--- src/rtl/h264_rtp_payload_depacketizer_top_defines.svh ---
// ---------------------------------------------------------------------------
// h264 rtp depacketizer assertion macros
// shared concurrent check forms, clocked on clk, quiet during reset
// ---------------------------------------------------------------------------
`ifndef H264_RTP_PAYLOAD_DEPACKETIZER_TOP_DEFINES_SVH
`define H264_RTP_PAYLOAD_DEPACKETIZER_TOP_DEFINES_SVH

// same-cycle implication
`define H264RTP_ASSERT_NOW(lbl, ante, cons, msg) \
    lbl: assert property (@(posedge clk) disable iff (!rst_n) (ante) |-> (cons)) \
        else $error(msg);

// next-cycle implication
`define H264RTP_ASSERT_NEXT(lbl, ante, cons, msg) \
    lbl: assert property (@(posedge clk) disable iff (!rst_n) (ante) |=> (cons)) \
        else $error(msg);

`endif

--- src/rtl/h264rtp_pkg.sv ---
// ---------------------------------------------------------------------------
// h264rtp_pkg
// types and constants shared by the h264 rtp depacketizer modules
// ---------------------------------------------------------------------------
package h264rtp_pkg;

    typedef enum logic [2:0] {
        PH_IDLE,
        PH_SINGLE,
        PH_FU_HDR,
        PH_FU_DATA,
        PH_LEN_HI,
        PH_LEN_LO,
        PH_UNIT
    } phase_t;

    typedef enum logic [1:0] {
        ST_OK          = 2'd0,
        ST_UNSUPPORTED = 2'd1,
        ST_MALFORMED   = 2'd2,
        ST_TOO_LONG    = 2'd3
    } status_t;

    // configuration register indexes
    localparam logic CFG_EMIT_SC  = 1'b0;
    localparam logic CFG_NAL_CAP  = 1'b1;
    localparam int   CFG_DATA_W   = 16;

    localparam logic [4:0] TYPE_SINGLE_MIN = 5'd1;
    localparam logic [4:0] TYPE_SINGLE_MAX = 5'd23;
    localparam logic [4:0] TYPE_STAP_A     = 5'd24;
    localparam logic [4:0] TYPE_FU_A       = 5'd28;

    localparam logic [7:0] SC_ZERO = 8'h00;
    localparam logic [7:0] SC_ONE  = 8'h01;
    // start code bytes come at run index 0..3, the unit byte at index 4
    localparam logic [2:0] SC_LAST_IDX  = 3'd3;
    localparam logic [2:0] RUN_BYTE_IDX = 3'd4;

    typedef struct packed {
        logic [7:0] in_byte;
        logic       pkt_first;
        logic       pkt_last;
    } in_item_t;

    typedef struct packed {
        logic [7:0] out_byte;
        logic       is_start_code;
        logic       nal_begin;
        status_t    status;
        logic       run_last;
    } out_item_t;

    // one input word's worth of results
    typedef struct packed {
        logic       with_sc;
        logic       nal_begin;
        logic [7:0] data;
        status_t    status;
    } run_desc_t;

endpackage

--- src/rtl/h264rtp_parse.sv ---
// ---------------------------------------------------------------------------
// h264rtp_parse
// packet parser: phase register and per-word result run descriptor
// ---------------------------------------------------------------------------
module h264rtp_parse
    import h264rtp_pkg::*;
#(
    parameter int LENGTH_BITS = 16
) (
    input  logic            clk,
    input  logic            rst_n,
    input  logic            accept,
    input  in_item_t        item,
    input  logic            emit_sc,
    input  logic [15:0]     nal_cap,
    output logic            desc_valid,
    output run_desc_t       desc
);

    phase_t                 phase_reg,    phase_next;
    logic                   frag_reg,     frag_next;
    logic                   end_seen_reg, end_seen_next;
    logic [7:0]             ind_reg,      ind_next;
    logic [7:0]             len_hi_reg,   len_hi_next;
    logic [LENGTH_BITS-1:0] remain_reg,   remain_next;
    logic [15:0]            count_reg,    count_next;

    logic [4:0]             nal_type;
    logic                   put;
    logic                   put_ok;
    logic [7:0]             put_byte;
    logic [15:0]            count_base;
    logic                   fail;
    status_t                fail_code;
    logic [LENGTH_BITS-1:0] len;
    logic [LENGTH_BITS-1:0] remain_dec;

    assign nal_type   = item.in_byte[4:0];
    assign len        = LENGTH_BITS'({len_hi_reg, item.in_byte});
    assign remain_dec = (remain_reg != '0) ? remain_reg - LENGTH_BITS'(1) : remain_reg;

    always_ff @(posedge clk or negedge rst_n)
    begin
        if (!rst_n)
        begin
            phase_reg    <= PH_IDLE;
            frag_reg     <= 1'b0;
            end_seen_reg <= 1'b0;
            ind_reg      <= '0;
            len_hi_reg   <= '0;
            remain_reg   <= '0;
            count_reg    <= '0;
        end
        else if (accept)
        begin
            phase_reg    <= phase_next;
            frag_reg     <= frag_next;
            end_seen_reg <= end_seen_next;
            ind_reg      <= ind_next;
            len_hi_reg   <= len_hi_next;
            remain_reg   <= remain_next;
            count_reg    <= count_next;
        end
    end

    always_comb
    begin
        phase_next    = phase_reg;
        frag_next     = frag_reg;
        end_seen_next = end_seen_reg;
        ind_next      = ind_reg;
        len_hi_next   = len_hi_reg;
        remain_next   = remain_reg;
        count_next    = count_reg;
        put           = 1'b0;
        put_byte      = item.in_byte;
        count_base    = count_reg;
        fail          = 1'b0;
        fail_code     = ST_OK;

        if (item.pkt_first)
        begin
            ind_next    = item.in_byte;
            remain_next = '0;
            if (frag_reg && nal_type != TYPE_FU_A)
            begin
                fail      = 1'b1;
                fail_code = ST_MALFORMED;
            end
            else if (nal_type >= TYPE_SINGLE_MIN && nal_type <= TYPE_SINGLE_MAX)
            begin
                phase_next = PH_SINGLE;
                count_base = '0;
                put        = 1'b1;
            end
            else if (nal_type == TYPE_FU_A || nal_type == TYPE_STAP_A)
            begin
                if (item.pkt_last)
                begin
                    fail      = 1'b1;
                    fail_code = ST_MALFORMED;
                end
                else
                begin
                    phase_next = (nal_type == TYPE_FU_A) ? PH_FU_HDR : PH_LEN_HI;
                end
            end
            else
            begin
                fail      = 1'b1;
                fail_code = ST_UNSUPPORTED;
            end
        end
        else
        begin
            unique case (phase_reg)
                PH_SINGLE, PH_FU_DATA:
                begin
                    put = 1'b1;
                end
                PH_FU_HDR:
                begin
                    if (item.in_byte[7])
                    begin
                        // start bit: rebuild header from nri and fu type
                        count_base    = '0;
                        put           = 1'b1;
                        put_byte      = {1'b0, ind_reg[6:5], item.in_byte[4:0]};
                        frag_next     = 1'b1;
                        end_seen_next = item.in_byte[6];
                        phase_next    = PH_FU_DATA;
                    end
                    else if (!frag_reg)
                    begin
                        fail      = 1'b1;
                        fail_code = ST_MALFORMED;
                    end
                    else
                    begin
                        end_seen_next = item.in_byte[6];
                        phase_next    = PH_FU_DATA;
                    end
                end
                PH_LEN_HI:
                begin
                    if (item.pkt_last)
                    begin
                        fail      = 1'b1;
                        fail_code = ST_MALFORMED;
                    end
                    else
                    begin
                        len_hi_next = item.in_byte;
                        phase_next  = PH_LEN_LO;
                    end
                end
                PH_LEN_LO:
                begin
                    if (len == '0 || item.pkt_last)
                    begin
                        fail      = 1'b1;
                        fail_code = ST_MALFORMED;
                    end
                    else
                    begin
                        remain_next = len;
                        count_next  = '0;
                        phase_next  = PH_UNIT;
                    end
                end
                PH_UNIT:
                begin
                    if (item.pkt_last && remain_reg != LENGTH_BITS'(1))
                    begin
                        fail      = 1'b1;
                        fail_code = ST_MALFORMED;
                    end
                    else
                    begin
                        put         = 1'b1;
                        remain_next = remain_dec;
                        if (remain_dec == '0)
                        begin
                            phase_next = PH_LEN_HI;
                        end
                    end
                end
                default:
                begin
                end
            endcase
        end

        put_ok = put && (count_base < nal_cap);
        if (put)
        begin
            count_next = put_ok ? count_base + 16'd1 : count_base;
            if (!put_ok)
            begin
                fail      = 1'b1;
                fail_code = ST_TOO_LONG;
            end
        end

        // an error abandons the packet and any open fragment
        if (fail)
        begin
            phase_next    = PH_IDLE;
            frag_next     = 1'b0;
            end_seen_next = 1'b0;
            remain_next   = '0;
        end

        if (item.pkt_last && phase_next != PH_IDLE)
        begin
            if ((phase_next == PH_FU_DATA || phase_next == PH_FU_HDR) && end_seen_next)
            begin
                frag_next = 1'b0;
            end
            end_seen_next = 1'b0;
            phase_next    = PH_IDLE;
        end

        desc_valid     = fail || put_ok;
        desc.with_sc   = put_ok && emit_sc && (count_base == '0);
        desc.nal_begin = put_ok && (count_base == '0);
        desc.data      = put_ok ? put_byte : 8'h00;
        desc.status    = fail_code;
    end

endmodule

--- src/rtl/h264rtp_emit.sv ---
// ---------------------------------------------------------------------------
// h264rtp_emit
// two-deep run buffer that plays each run out one word per handshake
// ---------------------------------------------------------------------------
`include "h264_rtp_payload_depacketizer_top_defines.svh"

module h264rtp_emit
    import h264rtp_pkg::*;
(
    input  logic       clk,
    input  logic       rst_n,
    input  logic       load,
    input  run_desc_t  desc,
    output logic       ready,
    output logic       out_valid,
    input  logic       out_stall,
    output out_item_t  out_data
);

    logic       pend_valid_reg, pend_valid_next;
    run_desc_t  pend_reg,       pend_next;
    logic       run_valid_reg,  run_valid_next;
    run_desc_t  run_reg,        run_next;
    logic [2:0] idx_reg,        idx_next;

    logic       last_idx;
    logic       out_fire;
    logic       run_done;
    logic       pend_move;

    assign last_idx  = !run_reg.with_sc || (idx_reg == RUN_BYTE_IDX);
    assign out_fire  = run_valid_reg && !out_stall;
    assign run_done  = out_fire && last_idx;
    assign pend_move = !run_valid_reg || run_done;
    assign ready     = !pend_valid_reg || pend_move;
    assign out_valid = run_valid_reg;

    always_comb
    begin
        if (run_reg.with_sc && idx_reg != RUN_BYTE_IDX)
        begin
            out_data.out_byte      = (idx_reg == SC_LAST_IDX) ? SC_ONE : SC_ZERO;
            out_data.is_start_code = 1'b1;
            out_data.nal_begin     = 1'b0;
            out_data.status        = ST_OK;
            out_data.run_last      = 1'b0;
        end
        else
        begin
            out_data.out_byte      = run_reg.data;
            out_data.is_start_code = 1'b0;
            out_data.nal_begin     = run_reg.nal_begin;
            out_data.status        = run_reg.status;
            out_data.run_last      = 1'b1;
        end
    end

    always_comb
    begin
        pend_valid_next = pend_valid_reg;
        pend_next       = pend_reg;
        run_valid_next  = run_valid_reg;
        run_next        = run_reg;
        idx_next        = idx_reg;

        if (pend_move)
        begin
            run_valid_next = pend_valid_reg;
            run_next       = pend_reg;
            idx_next       = '0;
        end
        else if (out_fire)
        begin
            idx_next = idx_reg + 3'd1;
        end

        if (ready)
        begin
            pend_valid_next = load;
            pend_next       = desc;
        end
    end

    always_ff @(posedge clk or negedge rst_n)
    begin
        if (!rst_n)
        begin
            pend_valid_reg <= 1'b0;
            run_valid_reg  <= 1'b0;
            idx_reg        <= '0;
        end
        else
        begin
            pend_valid_reg <= pend_valid_next;
            run_valid_reg  <= run_valid_next;
            idx_reg        <= idx_next;
        end
    end

    always_ff @(posedge clk)
    begin
        pend_reg <= pend_next;
        run_reg  <= run_next;
    end

    `H264RTP_ASSERT_NOW(a_plain_run_idx, run_valid_reg && !run_reg.with_sc, idx_reg == 3'd0, "plain run left index zero")
    `H264RTP_ASSERT_NOW(a_sc_run_last, out_valid && out_data.run_last && run_reg.with_sc, idx_reg == RUN_BYTE_IDX, "start code run ended early")
    `H264RTP_ASSERT_NOW(a_sc_status, out_valid && out_data.is_start_code, out_data.status == ST_OK, "start code word carries an error")
    `H264RTP_ASSERT_NEXT(a_pend_handoff, run_done && pend_valid_reg, run_valid_reg && idx_reg == 3'd0, "pending run not handed over")

endmodule

--- src/rtl/h264_rtp_payload_depacketizer_top.sv ---
// ---------------------------------------------------------------------------
// h264 rtp payload depacketizer
// rtp payload bytes in, annex b byte stream out (single nal, stap-a, fu-a)
// ---------------------------------------------------------------------------
//  channel   dir   handshake            payload
//  cfg       in    cfg_we               cfg_index, cfg_data
//  in        in    in_valid/in_stall    in_data  (in_item_t)
//  out       out   out_valid/out_stall  out_data (out_item_t)
//
// one input word per cycle while in_stall is low; a word that opens a unit with start codes gives
// a run of five output words, all other words give zero or one
// the output side plays out one word per cycle while out_stall is low, from a two-deep run buffer;
// in_stall rises only when that buffer is full and its head is not finishing
// results pass through the pending register and then the run register of that buffer before they appear
// reset brings the parser to idle and the registers to start codes on,
// capacity 65535; no clearing pass
module h264_rtp_payload_depacketizer_top
    import h264rtp_pkg::*;
#(
    parameter int LENGTH_BITS = 16
) (
    input  logic                  clk,
    input  logic                  rst_n,
    input  logic                  cfg_we,
    input  logic                  cfg_index,
    input  logic [CFG_DATA_W-1:0] cfg_data,
    input  logic                  in_valid,
    output logic                  in_stall,
    input  in_item_t              in_data,
    output logic                  out_valid,
    input  logic                  out_stall,
    output out_item_t             out_data
);

    logic        emit_sc_reg;
    logic [15:0] nal_cap_reg;
    logic        in_fire;
    logic        ready;
    logic        desc_valid;
    run_desc_t   desc;

    always_ff @(posedge clk or negedge rst_n)
    begin
        if (!rst_n)
        begin
            emit_sc_reg <= 1'b1;
            nal_cap_reg <= 16'hFFFF;
        end
        else if (cfg_we)
        begin
            unique case (cfg_index)
                CFG_EMIT_SC: emit_sc_reg <= cfg_data[0];
                CFG_NAL_CAP: nal_cap_reg <= cfg_data[15:0];
                default:     ;
            endcase
        end
    end

    assign in_stall = !ready;
    assign in_fire  = in_valid && ready;

    h264rtp_parse #(
        .LENGTH_BITS (LENGTH_BITS)
    ) u_parse (
        .clk        (clk),
        .rst_n      (rst_n),
        .accept     (in_fire),
        .item       (in_data),
        .emit_sc    (emit_sc_reg),
        .nal_cap    (nal_cap_reg),
        .desc_valid (desc_valid),
        .desc       (desc)
    );

    h264rtp_emit u_emit (
        .clk       (clk),
        .rst_n     (rst_n),
        .load      (in_fire && desc_valid),
        .desc      (desc),
        .ready     (ready),
        .out_valid (out_valid),
        .out_stall (out_stall),
        .out_data  (out_data)
    );

endmodule
--- config.mk ---
export PLATFORM = sky130hd
export DESIGN_NAME = h264_rtp_payload_depacketizer_top
export DESIGN_NICKNAME = d
export VERILOG_FILES = /design/src/rtl/h264rtp_pkg.sv /design/src/rtl/h264rtp_parse.sv /design/src/rtl/h264rtp_emit.sv /design/src/rtl/h264_rtp_payload_depacketizer_top.sv
export VERILOG_INCLUDE_DIRS = /design/src /design/src/rtl
export SDC_FILE = /design/constraint.sdc
export NUM_CORES = 1
export LEC_CHECK = 0
export ABC_AREA = 1
export BUFFER_PORTS_ARGS = -buffer_cell sky130_fd_sc_hd__buf_2
export CAP_MARGIN = 25
export CORE_ASPECT_RATIO = 0.9
export CORE_UTILIZATION = 60
export CTS_CLUSTER_SIZE = 10
export DETAILED_ROUTE_END_ITERATION = 16
export PLACE_DENSITY = 0.84
export SYNTH_ARGS = -nofsm -noshare
export SYNTH_HDL_FRONTEND = slang
export SYNTH_SLANG_ARGS = --single-unit
--- constraint.sdc ---
create_clock -name clk -period 3.35 [get_ports clk]
set_input_delay 0 -clock clk [delete_from_list [all_inputs] [get_ports clk]]
set_output_delay 0 -clock clk [all_outputs]
set_load 0.005 [all_outputs]
==> Yosys cells after proc, flatten, opt, wreduce, memory -nomap -nowiden <==
Cells that the tools add are included.
{ "op_classes": {"addsub": 3, "mul": 0, "div_mod_pow": 0, "magnitude_cmp": 3, "eq_ne": 19, "n_shift": 0, "n_mux": 80, "n_bitwise": 3, "n_reduce_logical": 41} }
{ "op_table": {"columns": ["cell", "n"], "rows": [
  ["16-bit two-way mux", 15],
  ["16-bit logical NOT", 3],
  ["3-bit two-way mux", 16],
  ["16-bit one-hot mux with 2 select lines", 1],
  ["1-bit two-way mux", 29],
  ["2-bit two-way mux", 11],
  ["16-bit by 1-bit adder with 16-bit output, second input constant", 1],
  ["16-bit less-than comparator", 1],
  ["8-bit two-way mux", 2],
  ["16-bit by 1-bit != test with 1-bit output, second input constant", 1],
  ["16-bit nonzero test", 1],
  ["16-bit by 1-bit subtractor with 16-bit output, second input constant", 1],
  ["3-bit by 2-bit equality test with 1-bit output, second input constant", 5],
  ["1-bit logical AND", 14],
  ["13-bit two-way mux", 1],
  ["3-bit equality test, second input constant", 4],
  ["3-bit one-hot mux with 4 select lines", 1],
  ["4-bit AND reduction", 3],
  ["5-bit equality test, second input constant", 2],
  ["4-bit by 3-bit != test with 1-bit output, second input constant", 2],
  ["2-bit one-hot mux with 4 select lines", 1],
  ["1-bit logical OR", 7],
  ["7-bit two-way mux", 1],
  ["2-bit AND reduction", 3],
  ["other kinds (15)", 23]
]} }
{ "totals": {"ff_bits": 98, "latch_bits": 0, "ramBits": 0, "mem_bits_ro": 0, "output_inout_bits": 15, "wordCells": 169, "memories": 0} }

==> Depth between registers and ports, before layout <==
Gate-level depths: netlist (run 1).
{ "depth": {"ltp_word": 15, "mapped_depth": 24, "depth_no_buf": 22} }

==> Hierarchy <==
From an unflattened synthesis (run 1), not the netlist that was laid out.
{ "hier_totals": {"hier_cells": 778, "hier_area_um2": 5989.5} }
{ "modules_own_cells": {"columns": ["module", "n_inst", "cells_each", "area_per_inst_um2", "seq_area_each_um2"], "rows": [
  ["h264rtp_parse", 1, 617, 4101.4, 1176.1],
  ["h264rtp_emit", 1, 80, 1112.3, 845.8],
  ["h264_rtp_payload_depacketizer_top", 1, 81, 775.7, 446.7]
]} }

==> Worst setup path before layout (run 1) <==
OpenSTA, ideal clock, no wires.
{ "synth_timing": {"kind": "register -> register", "start": "register u_parse.phase_reg[0]", "end": "register u_parse.count_reg[12]", "t_arrival_ns": 2.645, "required_time_ns": 3.223, "setup_slack_ns": 0.578, "stages_incl_launch_ff": 20, "period_less_slack_ns": 2.772, "path_cell_list": "dfrtp_1 -> inv_2 -> nand3_4 -> nor2_4 -> nand2_4 -> buf_6 -> nand3_1 -> inv_1 -> ha_1 -> nand2_1 -> nor2_1 -> a211oi_1 -> o221a_2 -> nand3_4 -> buf_6 -> inv_4 -> buf_6 -> o21ai_1 -> o211ai_1 -> o21ai_1"} }
{ "synth_via": {"elab_chain_len": 7, "elab_cells_between_ends": 19, "cone_classes": "add/sub: 1; order compare: 1; eq/ne: 7; mux: 6; reduce/logical: 4"} }
{ "synth_lines": {"columns": ["element", "line", "source"], "rows": [
  ["start: declaration", "h264rtp_parse.sv:20", "phase_t phase_reg, phase_next;"],
  ["start signal: assignment", "h264rtp_parse.sv:56", "phase_reg <= phase_next;"],
  ["3-bit by 2-bit equality test with 1-bit output or 3-bit by 1-bit equality test with 1-bit output (tied branches)", "h264rtp_parse.sv:116", "unique case (phase_reg)"],
  ["16-bit two-way mux or 2-bit OR reduction (tied branches)", "h264rtp_parse.sv:116", null],
  ["16-bit two-way mux or 1-bit one-hot mux with 3 select lines (tied branches)", "h264rtp_parse.sv:81, h264rtp_parse.sv:116", null],
  ["16-bit less-than comparator or 1-bit two-way mux (tied branches)", "h264rtp_parse.sv:194, h264rtp_parse.sv:81", null],
  ["1-bit logical AND", "h264rtp_parse.sv:194", "put_ok = put && (count_base < nal_cap);"],
  ["16-bit two-way mux", "h264rtp_parse.sv:197", "count_next = put_ok ? count_base + 16'd1 : count_base;"],
  ["16-bit two-way mux", "h264rtp_parse.sv:195", "if (put)"],
  ["end signal: assignment", "h264rtp_parse.sv:62", "count_reg <= count_next;"],
  ["end: declaration", "h264rtp_parse.sv:26", "logic [15:0] count_reg, count_next;"]
]} }
Parallel ways exist; a longest one is shown, timed or not.
A chain may end at the register's enable or synchronous reset.

==> Final worst setup path (run 1) <==
{ "layout_timing": {"start": "register u_parse.phase_reg[0]", "end": "register u_parse.remain_reg[9]"} }
{ "layout_via": {"elab_chain_len": 9, "elab_cells_between_ends": 24, "cone_classes": "order compare: 1; eq/ne: 8; mux: 11; reduce/logical: 4"} }
{ "layout_lines": {"columns": ["element", "line", "source"], "rows": [
  ["3-bit by 2-bit equality test with 1-bit output or 3-bit by 1-bit equality test with 1-bit output (tied branches)", "h264rtp_parse.sv:116", null],
  ["16-bit two-way mux or 2-bit OR reduction (tied branches)", "h264rtp_parse.sv:116", null],
  ["16-bit two-way mux or 1-bit one-hot mux with 3 select lines (tied branches)", "h264rtp_parse.sv:81, h264rtp_parse.sv:116", null],
  ["16-bit less-than comparator or 1-bit two-way mux (tied branches)", "h264rtp_parse.sv:194, h264rtp_parse.sv:81", null],
  ["1-bit logical AND", "h264rtp_parse.sv:194", null],
  ["1-bit two-way mux", "h264rtp_parse.sv:198", "if (!put_ok)"],
  ["1-bit two-way mux", "h264rtp_parse.sv:195", null],
  ["4-bit by 3-bit != test with 1-bit output (no line) or 4-bit nonzero test (tied branches)", null, null],
  ["4-bit AND reduction (no line)", null, null],
  ["end signal: assignment", "h264rtp_parse.sv:61", "remain_reg <= remain_next;"],
  ["end: declaration", "h264rtp_parse.sv:25", "logic [LENGTH_BITS-1:0] remain_reg, remain_next;"]
]} }
Parallel ways exist; a longest one is shown, timed or not.

==> results.cfg, run 1 <==
[status]
status = completed

[critical_path]
slowest_delay_ns = 0.46
crit_slowest_cell = dfrtp_1
cp.required_ns = 3.66
crit_path_max_fanout = 16
cp_cell_sequence = inv_2 -> nand3_4 -> nor2_4 -> nand2_4 -> inv_2 -> nor3_4 -> ha_1 -> a21oi_1 -> nor2_1 -> a211oi_1 -> o221a_2 -> nand3_4 -> nand2_4 -> nand2_4 -> nor2_1 -> nand2_1 -> o21ai_2
critPathCaptureType = register
critPathArrivalTime_ns = 3.43
cp-start-kind = register
critical_path_class = register to register
crit_top_cell = nand2_4

[cts]
clk_pin_slew_worst_paths_ns = 0.10
htreeDepth = 3
clockRootBuffer = clkbuf_8
cts_sinks = 93
cts_setup_buffers = 0
cts_buffers = 9
cts_tree = built
cts_buffer_depth = 2
clock_latency_ns = 0.38

[sta]
finalSetupTns_ns = 0
slew_headroom_pct = 37.80
clock.fmax_mhz = 319.8
setup_viol = 0
tightest_slew_ns = 0.9307
fin_crit_sh_pct = 93.35
rsz0062_at_grt = false
fin_crit_ns = 3.127
finClkSkew_ns = 0.01186
hold_violations = 0
finalMaxSlewViolations = 0

[final_layout]
layout_commonest_cell = nand2_1
mostFrequentLayoutCells = nand2_1, nor2_1, inv_1
nFillCells = 745
drive_above_1_share_pct = 17.87
nNetsFinal = 906
regArea_um2 = 2469
layout-area-overhead-vs-synth_pct = 13.89
stdcell_count = 982
diodes = 0
multi_input_area_um2 = 2998

[die]
std_cell_rows = 34
num_io_pins = 47
start_util_pct = 62.04
dieHeight_um = 97
coreArea_um2 = 9699
die_area_um2 = 10430
die_x_um = 107.6

[logic_synthesis]
synth-warning-count = 0
synth_edf_count = 24
synthMuxAreaShare_pct = 0
ys_types = 49
synth_xor_area_share_pct = 2.475
syn_area_um2 = 6017
ys_seq_area_share_pct = 41.03
synth_nets = 833
ys_ff_latch = 93
synth_top_family_by_area = simple AND/OR/NAND/NOR gates
yosys.area_share.adder_pct = 4.783
async_reset_ff_share_pct = 74.19
syn_inst = 778
synth_compound_area_share_pct = 12.95
avgSynthCellArea_um2 = 7.734
ys_dominant_reg_cell = dfrtp_1
synth-simple-area-share_pct = 29.36

[pwr]
peakVddDrop_mv = 0.4293
p_per_area_nw_per_um2 = 781.2
leakage_uw = 0.003311

[grt]
antenna_found_initial = 0
grt_pass1_vias = 5205
grt_overflow_total = 0
grt_pass1_wl_um = 24550
grt_max_degree = 38
grt_usage_pct = 30.11

[placement]
gp_congestion = 1.058
dp_hpwl_um = 10400
port-buffer-count = 46
dpl.cell_count = 940

[job]
cap_viol_max_count = 0

[drt]
num_vias = 5547
wire_per_inst_um = 14.84
drc_errors = 0
drtAntennaViolNets = 0
wl_um = 14570
drt-pass1-iter-count = 6
via_per_inst = 5.649
first_iter_violations = 454

[min_path]
hold_class = input port to register
-- worst paths after layout --
check	start	end	cells past startpoint	slack, ns
max in group asynchronous	rst_n	nal_cap_reg[11]	3	2.12
worst max register to register	u_parse.phase_reg[0]	u_parse.remain_reg[9]	17	0.22
worst min-delay path	in_data[6]	u_parse.len_hi_reg[4]	3	0.02
min in group asynchronous	rst_n	u_emit.idx_reg[1]	2	0.24
worst min register to register	u_emit.pend_reg[0]	u_emit.run_reg[0]	0	0.42
worst max-delay path	u_parse.phase_reg[0]	u_parse.remain_reg[9]	17	0.22
-- routing by layer --
metal  vias up  share of wire, %  GRT usage (%)
li1       2671                 -              -
met1      2550                45          42.35
met2       282                45          47.04
met3        44               8.5          6.267
met4         0               2.2          8.535
met5         -                 0              0
-- cell families after synthesis --
logic type               after synthesis
AND/OR/NAND/NOR                      385
adder cells (fa/ha/maj)               23
buffers and inverters                129
AO/OA/AOI/OAI                        131
XOR/XNOR                              17
flip-flops                            93
-- worst max-delay path, delay by kind of cell, from the launching register on --
kind / cells / cell delay [ns]
AO/OA/AOI/OAI: 4 / 0.69
flip-flops: 1 / 0.46
AND/OR/NAND/NOR: 10 / 1.31
buffers and inverters: 2 / 0.37
adder cells (fa/ha/maj): 1 / 0.20
-- cell type report --
| type | instances | area share, % |
|---|---|---|
| multi-input combinational | 557 | 43.75 |
| sequential | 93 | 36.02 |
| timing repair buffer | 82 | 8.399 |
| inverter | 108 | 5.952 |
| tap | 126 | 2.301 |
| clock buffer | 10 | 1.862 |
| clock inverter | 6 | 1.716 |
-- through the flow --
stage	hold slack, ns	utilization, %	area (µm²)	power, µW	worst slack, ns
5_1_grt	0.01592	70.65	6853	5755	0.005248
4_1_cts	0.003477	70.50	6838	5286	0.1154
3_3_place_gp	0.1114	65.39	6342	4217	0.3563
3_5_place_dp	0.1227	65.39	6342	4324	0.1870
6_report	0.01584	70.65	6853	5354	0.2229
2_1_floorplan	-0.2956	-	6017	3723	0.5784
-- power by group --
| group | internal, µW | leakage (µW) | switching, µW | total [µW] |
|---|---|---|---|---|
| clock | 504 | 0.000119 | 415 | 919 |
| combinational | 884 | 0.00207 | 1770 | 2660 |
| sequential | 1590 | 0.00112 | 192 | 1780 |
-- what timing repair did --
item	4_1_cts	5_1_grt
endpoints found under the setup margin	0	20
hold buffers	25	0
endpoints found under the hold margin	55	0
gates resized for setup	0	1
-- synthesized netlist by cell type, types with 17 or more instances --
| cell type | number | area [µm²] |
|---|---|---|
| dfrtp_1 | 52 | 1301 |
| nand3_1 | 38 | 190.2 |
| edfxtp_1 | 24 | 720.7 |
| nor2_1 | 100 | 375.4 |
| nand2_1 | 184 | 690.7 |
| inv_1 | 93 | 349.1 |
| ha_1 | 23 | 287.8 |
| o21ai_1 | 20 | 100.1 |
| dfstp_2 | 17 | 446.7 |
| a21oi_1 | 27 | 135.1 |
| o21ai_0 | 48 | 240.2 |
Note: power is estimated with default switching activity, not from simulation.
==> run 2, diff against run 1 <==
--- a/config.mk
+++ b/config.mk
@@ -6,7 +6,6 @@
 export SDC_FILE = /design/constraint.sdc
 export NUM_CORES = 1
 export LEC_CHECK = 0
-export ABC_AREA = 1
 export BUFFER_PORTS_ARGS = -buffer_cell sky130_fd_sc_hd__buf_2
 export CAP_MARGIN = 25
 export CORE_ASPECT_RATIO = 0.9
==> results.cfg, run 2 <==
[status]
status = finished with violations
violations = negative setup slack

[critical_path]
reg2reg_depth = 13
cp-start-kind = register
slowest_delay_ns = 0.43
crit_top_cell = buf_4
worstReg2RegEnd = u_emit.pend_reg[11]
cp.required_ns = 3.60
crit_path_max_fanout = 7
cp_cell_sequence = nor4b_4 -> nand2_2 -> buf_8 -> and3_4 -> ha_4 -> a211oi_1 -> o21ai_1 -> a22oi_2 -> buf_4 -> o211ai_4 -> buf_4 -> nor3_1 -> and2_1
worst_r2r_startpoint = u_parse.phase_reg[0]
crit_slowest_cell = dfrtp_1
rrSetupSlack_ns = -0.15
cp_top_family = simple AND/OR/NAND/NOR gates
critPathCaptureType = register
crit_start = u_parse.phase_reg[0]
critical_path_class = register to register
critPathArrivalTime_ns = 3.75
path_buf_inv = 3

[min_path]
hp-start = in_data[8]
min_path_cells = 2
hold_class = input port to register
worstHoldEndpoint = u_parse.ind_reg[6]

[drt]
wl_um = 20530
wire_per_inst_um = 23.25
num_vias = 6075
via_per_inst = 6.880
drc_errors = 0
drtAntennaViolNets = 0
drt-pass1-iter-count = 6
first_iter_violations = 723

[die]
start_util_pct = 61.97
die_x_um = 107.5
num_io_pins = 47
die_area_um2 = 10420
coreArea_um2 = 9699
dieHeight_um = 96.96
std_cell_rows = 34

[placement]
pre_cts_ws_ns = -0.06944
placed_area_um2 = 6656
gp_congestion = 1.020
dp_hpwl_um = 13470
port-buffer-count = 46

[logic_synthesis]
synth_area_leaders = dfrtp_1, edfxtp_1, dfstp_2
synth_top_area_cell = dfrtp_1
synth_top_area_share_pct = 21.65
synth-warning-count = 0
synth_common_cells = nand2_1, dfrtp_1, inv_1
synth_nets = 694
ys_dominant_reg_cell = dfrtp_1
syn_inst = 639
yosysMostFrequentCell = nand2_1
ys_seq_area_share_pct = 41.07
async_reset_ff_share_pct = 74.19
synth_edf_count = 24
syn_area_um2 = 6011
ys_ff_latch = 93
avgSynthCellArea_um2 = 9.407
ys_types = 79

[grt]
grt_overflow_total = 0
grt_pass1_wl_um = 29460
antenna_found_initial = 1
grt_max_degree = 39
grt_usage_pct = 37.45
grt_pass1_vias = 5495

[cts]
cts_buffers = 9
cts_tree = built
htreeDepth = 3
cts_sinks = 93
cts_buffer_depth = 2
clockRootBuffer = clkbuf_8
clock_latency_ns = 0.38
clk_pin_slew_worst_paths_ns = 0.11

[sta]
setup_viol = 9
finalMaxSlewViolations = 0
clock.fmax_mhz = 285.6
fin_crit_sh_pct = 104.5
tightest_slew_ns = 1.025
setup_slack_ns = -0.1519
finClkSkew_ns = 0.01247
rsz0062_at_grt = true
fin_crit_ns = 3.502
slew_headroom_pct = 31.22
hold_violations = 0
finalSetupTns_ns = -0.4629

[final_layout]
drive_above_1_share_pct = 31.57
mostFrequentLayoutCells = nand2_1, buf_4, dfrtp_1
nNetsFinal = 807
layout-area-overhead-vs-synth_pct = 26.04
layout_commonest_cell = nand2_1
diodes = 0
final_util_pct = 78.11
final_area_um2 = 7576

[job]
cap_viol_max_count = 0

[pwr]
peakVddDrop_mv = 0.4150
total_power_uw = 3911
p_per_area_nw_per_um2 = 516.3
leakage_uw = 0.003317
-- run 2: logic make-up (layout without fill, tap and decap cells) --
group	count (synthesis)	after routing	share of synthesized area [%]
and+or+nand+nor	278	278	25.90
DFF	93	93	41.07
muxes	28	28	5.183
buffers and inverters	66	183	4.496
adders and majority gates	23	23	4.788
AOI/OAI and AO/OA	148	149	18.13
xor gates and xnor gates	3	3	0.4372
-- run 2: worst max-delay path by stage --
stage | end | cells past startpoint | slack (ns)
floorplan | u_parse.count_reg[14] | 12 | 0.07
global placement | u_parse.count_reg[14] | 13 | 0.09
detailed placement | u_parse.remain_reg[0] | 12 | -0.07
CTS | u_parse.count_reg[15] | 13 | -0.00002
global route | u_parse.count_reg[14] | 13 | -0.24
finish | u_emit.pend_reg[11] | 13 | -0.15
-- run 2: timing repair --
action,4_1_cts,5_1_grt
gates cloned,1,2
pin swaps,1,28
endpoints found under the hold margin,52,0
setup buffers,3,10
hold buffers,21,0
gates resized for setup,4,60
endpoints found under the setup margin,11,55
-- run 2: through the flow --
step,hold slack [ns],std cells
after CTS,0.001698,871
after floorplan,-0.2956,639
after global routing,0.01104,883
after global placement,0.2323,829
after detailed placement,-0.08563,830
final,0.01591,883
-- run 2: routing by layer --
| layer | GRT usage, % | share of wire, % |
|---|---|---|
| met5 | 0 | 0.063 |
| met1 | 55.33 | 39 |
| met2 | 52.47 | 43 |
| met4 | 9.589 | 3.7 |
| met3 | 12.67 | 14 |
-- run 2: area by class of cell --
class | count | area, µm²
Clock buffer | 10 | 127.6
Clock inverter | 6 | 93.84
Fill cell | 588 | 2123
Inverter | 36 | 137.6
Multi-Input combinational cell | 481 | 3600
Sequential cell | 93 | 2469
Tap cell | 126 | 157.7
Timing Repair Buffer | 131 | 991.0
-- run 2: worst register-to-register path: stages (launching register included) --
cell and delay (ns):
dfrtp_1 0.43, nor4b_4 0.30, nand2_2 0.16, buf_8 0.17, and3_4 0.19, ha_4 0.24, a211oi_1 0.39, o21ai_1 0.14
a22oi_2 0.24, buf_4 0.19, o211ai_4 0.12, buf_4 0.22, nor3_1 0.39, and2_1 0.20
-- run 2: power by group --
group	total, µW	internal [µW]	switching [µW]
clock network	883	430	453
registers	1670	1510	161
logic	1360	570	790
total	3910	2510	1400
==> run 3, diff against run 2 <==
--- a/config.mk
+++ b/config.mk
@@ -7,9 +7,10 @@
 export NUM_CORES = 1
 export LEC_CHECK = 0
 export BUFFER_PORTS_ARGS = -buffer_cell sky130_fd_sc_hd__buf_2
-export CAP_MARGIN = 25
+export CAP_MARGIN = 20
 export CORE_ASPECT_RATIO = 0.9
 export CORE_UTILIZATION = 60
+export CTS_BUF_LIST = sky130_fd_sc_hd__clkbuf_16
 export CTS_CLUSTER_SIZE = 10
 export DETAILED_ROUTE_END_ITERATION = 16
 export PLACE_DENSITY = 0.84
==> results.cfg, run 3 (synthesis gave the netlist of run 2 again) <==
[sta]
hold_violations = 0
slew_headroom_pct = 32.47
fin_crit_ns = 3.416
setup_viol = 12
setup_slack_ns = -0.06568
finalMaxSlewViolations = 0
finClkSkew_ns = 0.007972
fin_crit_sh_pct = 102.0
rsz0062_at_grt = true
tightest_slew_ns = 1.006
clock.fmax_mhz = 292.8

[die]
start_util_pct = 61.97
die_area_um2 = 10420
std_cell_rows = 34
num_io_pins = 47
dieHeight_um = 96.96
die_x_um = 107.5
coreArea_um2 = 9699

[final_layout]
diodes = 0
layout_commonest_cell = nand2_1
layout-area-overhead-vs-synth_pct = 23.13
drive_above_1_share_pct = 28.72
mostFrequentLayoutCells = nand2_1, dfrtp_1, buf_4
stdcell_count = 871
nNetsFinal = 795
final_util_pct = 76.30

[critical_path]
critPathCaptureType = register
worstReg2RegEnd = u_parse.remain_reg[11]
crit_slowest_cell = dfrtp_1
worst_r2r_startpoint = u_parse.frag_reg
critical_path_class = register to register
cp.required_ns = 3.58
critPathArrivalTime_ns = 3.65
cp-start-kind = register
cp_cell_sequence = nand2b_1 -> a211o_4 -> buf_4 -> buf_4 -> and3_1 -> ha_1 -> nand2_1 -> nor4_4 -> o21ai_4 -> o211ai_4 -> a21oi_1 -> buf_6 -> a32oi_1 -> o22ai_1
reg2reg_depth = 14
crit_top_cell = buf_4
crit_path_max_fanout = 13
slowest_delay_ns = 0.37
rrSetupSlack_ns = -0.07

[drt]
first_iter_violations = 702
drt-pass1-iter-count = 6
drtAntennaViolNets = 0
drc_errors = 0
via_per_inst = 6.863
wire_per_inst_um = 23.07
wl_um = 20100
num_vias = 5978

[grt]
grt_pass1_wl_um = 30400
grt_overflow_total = 0
grt_max_degree = 50
antenna_found_initial = 0
grt_pass1_vias = 5682
grt_usage_pct = 38.62

[min_path]
hp-start = in_data[7]
hold_class = input port to register
min_path_cells = 2
worstHoldEndpoint = u_parse.len_hi_reg[5]

[pwr]
leakage_uw = 0.003294
peakVddDrop_mv = 0.4234
p_per_area_nw_per_um2 = 540.4

[placement]
gp_congestion = 1.020
dp_hpwl_um = 13620
dpl.cell_count = 829
port-buffer-count = 46

[cts]
cts_tree = built
clk_pin_slew_worst_paths_ns = 0.07
cts_sinks = 93
htreeDepth = 3
clock_latency_ns = 0.35
cts_buffers = 9
cts_buffer_depth = 2
clockRootBuffer = clkbuf_16

[status]
status = finished with violations
violations = negative setup slack

[job]
cap_viol_max_count = 0
==> run 3: cell types whose count changed in the layout (fill, tap and decap cells not counted), moves of 4 or more <==
cell,change
ha_1,+8
clkbuf_8,-9
and3_4,-5
and3_1,+6
ha_4,-8
o21ai_0,+4
o21ai_1,-4
buf_4,-4
clkbuf_16,+8
==> run 3: worst max-delay path by stage <==
stage / startpoint / end / depth (start not counted)
finish: u_parse.frag_reg / u_parse.remain_reg[11] / 14
global route: u_parse.frag_reg / u_parse.remain_reg[0] / 14
CTS: u_parse.phase_reg[2] / u_parse.count_reg[14] / 12
detailed placement: u_parse.phase_reg[2] / u_parse.count_reg[14] / 12
global placement: u_parse.frag_reg / u_parse.count_reg[14] / 13
floorplan: u_parse.phase_reg[2] / u_parse.count_reg[14] / 12
==> run 3: area by class of cell <==
class                           instances  area (µm²)
Clock buffer                            9       225.2
Clock inverter                          7       75.07
Fill cell                             675        2298
Inverter                               36       135.1
Multi-Input combinational cell        481        3472
Sequential cell                        93        2469
Tap cell                              126       157.7
Timing Repair Buffer                  119       867.1
==> run 3: per-layer routing <==
metal / vias up / global-route usage, % / wire length [µm]
met2: 463 / 55.08 / 8851
met4: 0 / 12.12 / 437
met1: 2847 / 56.41 / 8157
met5: - / 0 / 0
met3: 56 / 11.25 / 2648
li1: 2612 / - / -
==> run 3: critical path: cells and delay by family, from the launching register on <==
family	cells	cell delay, ns
compound gates	6	1.23
simple gates	4	0.85
buf+inv	3	0.52
flops	1	0.37
fa+ha+maj	1	0.32
==> run 3: stage by stage <==
stage	worst slack [ns]	area (µm²)	TNS, ns	total power, µW	hold WS, ns
after floorplan	0.06837	6011	0	2328	-0.2956
after global placement	0.08923	6636	0	2715	0.2323
after detailed placement	-0.05795	6636	-0.2572	2787	0.2393
after CTS	-0.03051	7139	-0.03116	3857	0.0007176
after global routing	-0.1533	7401	-3.221	4163	0.007242
final	-0.06568	7401	-0.3940	3999	0.01595
==> run 3: timing repair <==
item / in CTS / in global routing
gates resized for setup: 3 / 37
hold endpoints to repair: 49 / 0
hold buffers: 18 / 0
gates cloned: 0 / 1
buffers inserted: 1 / 5
pin swaps: 1 / 11
endpoints found under the setup margin: 16 / 45
==> run 3: report_power, final <==
| group | internal, µW | switching, µW |
|---|---|---|
| clock | 585 | 481 |
| sequential | 1510 | 146 |
| combinational | 517 | 763 |
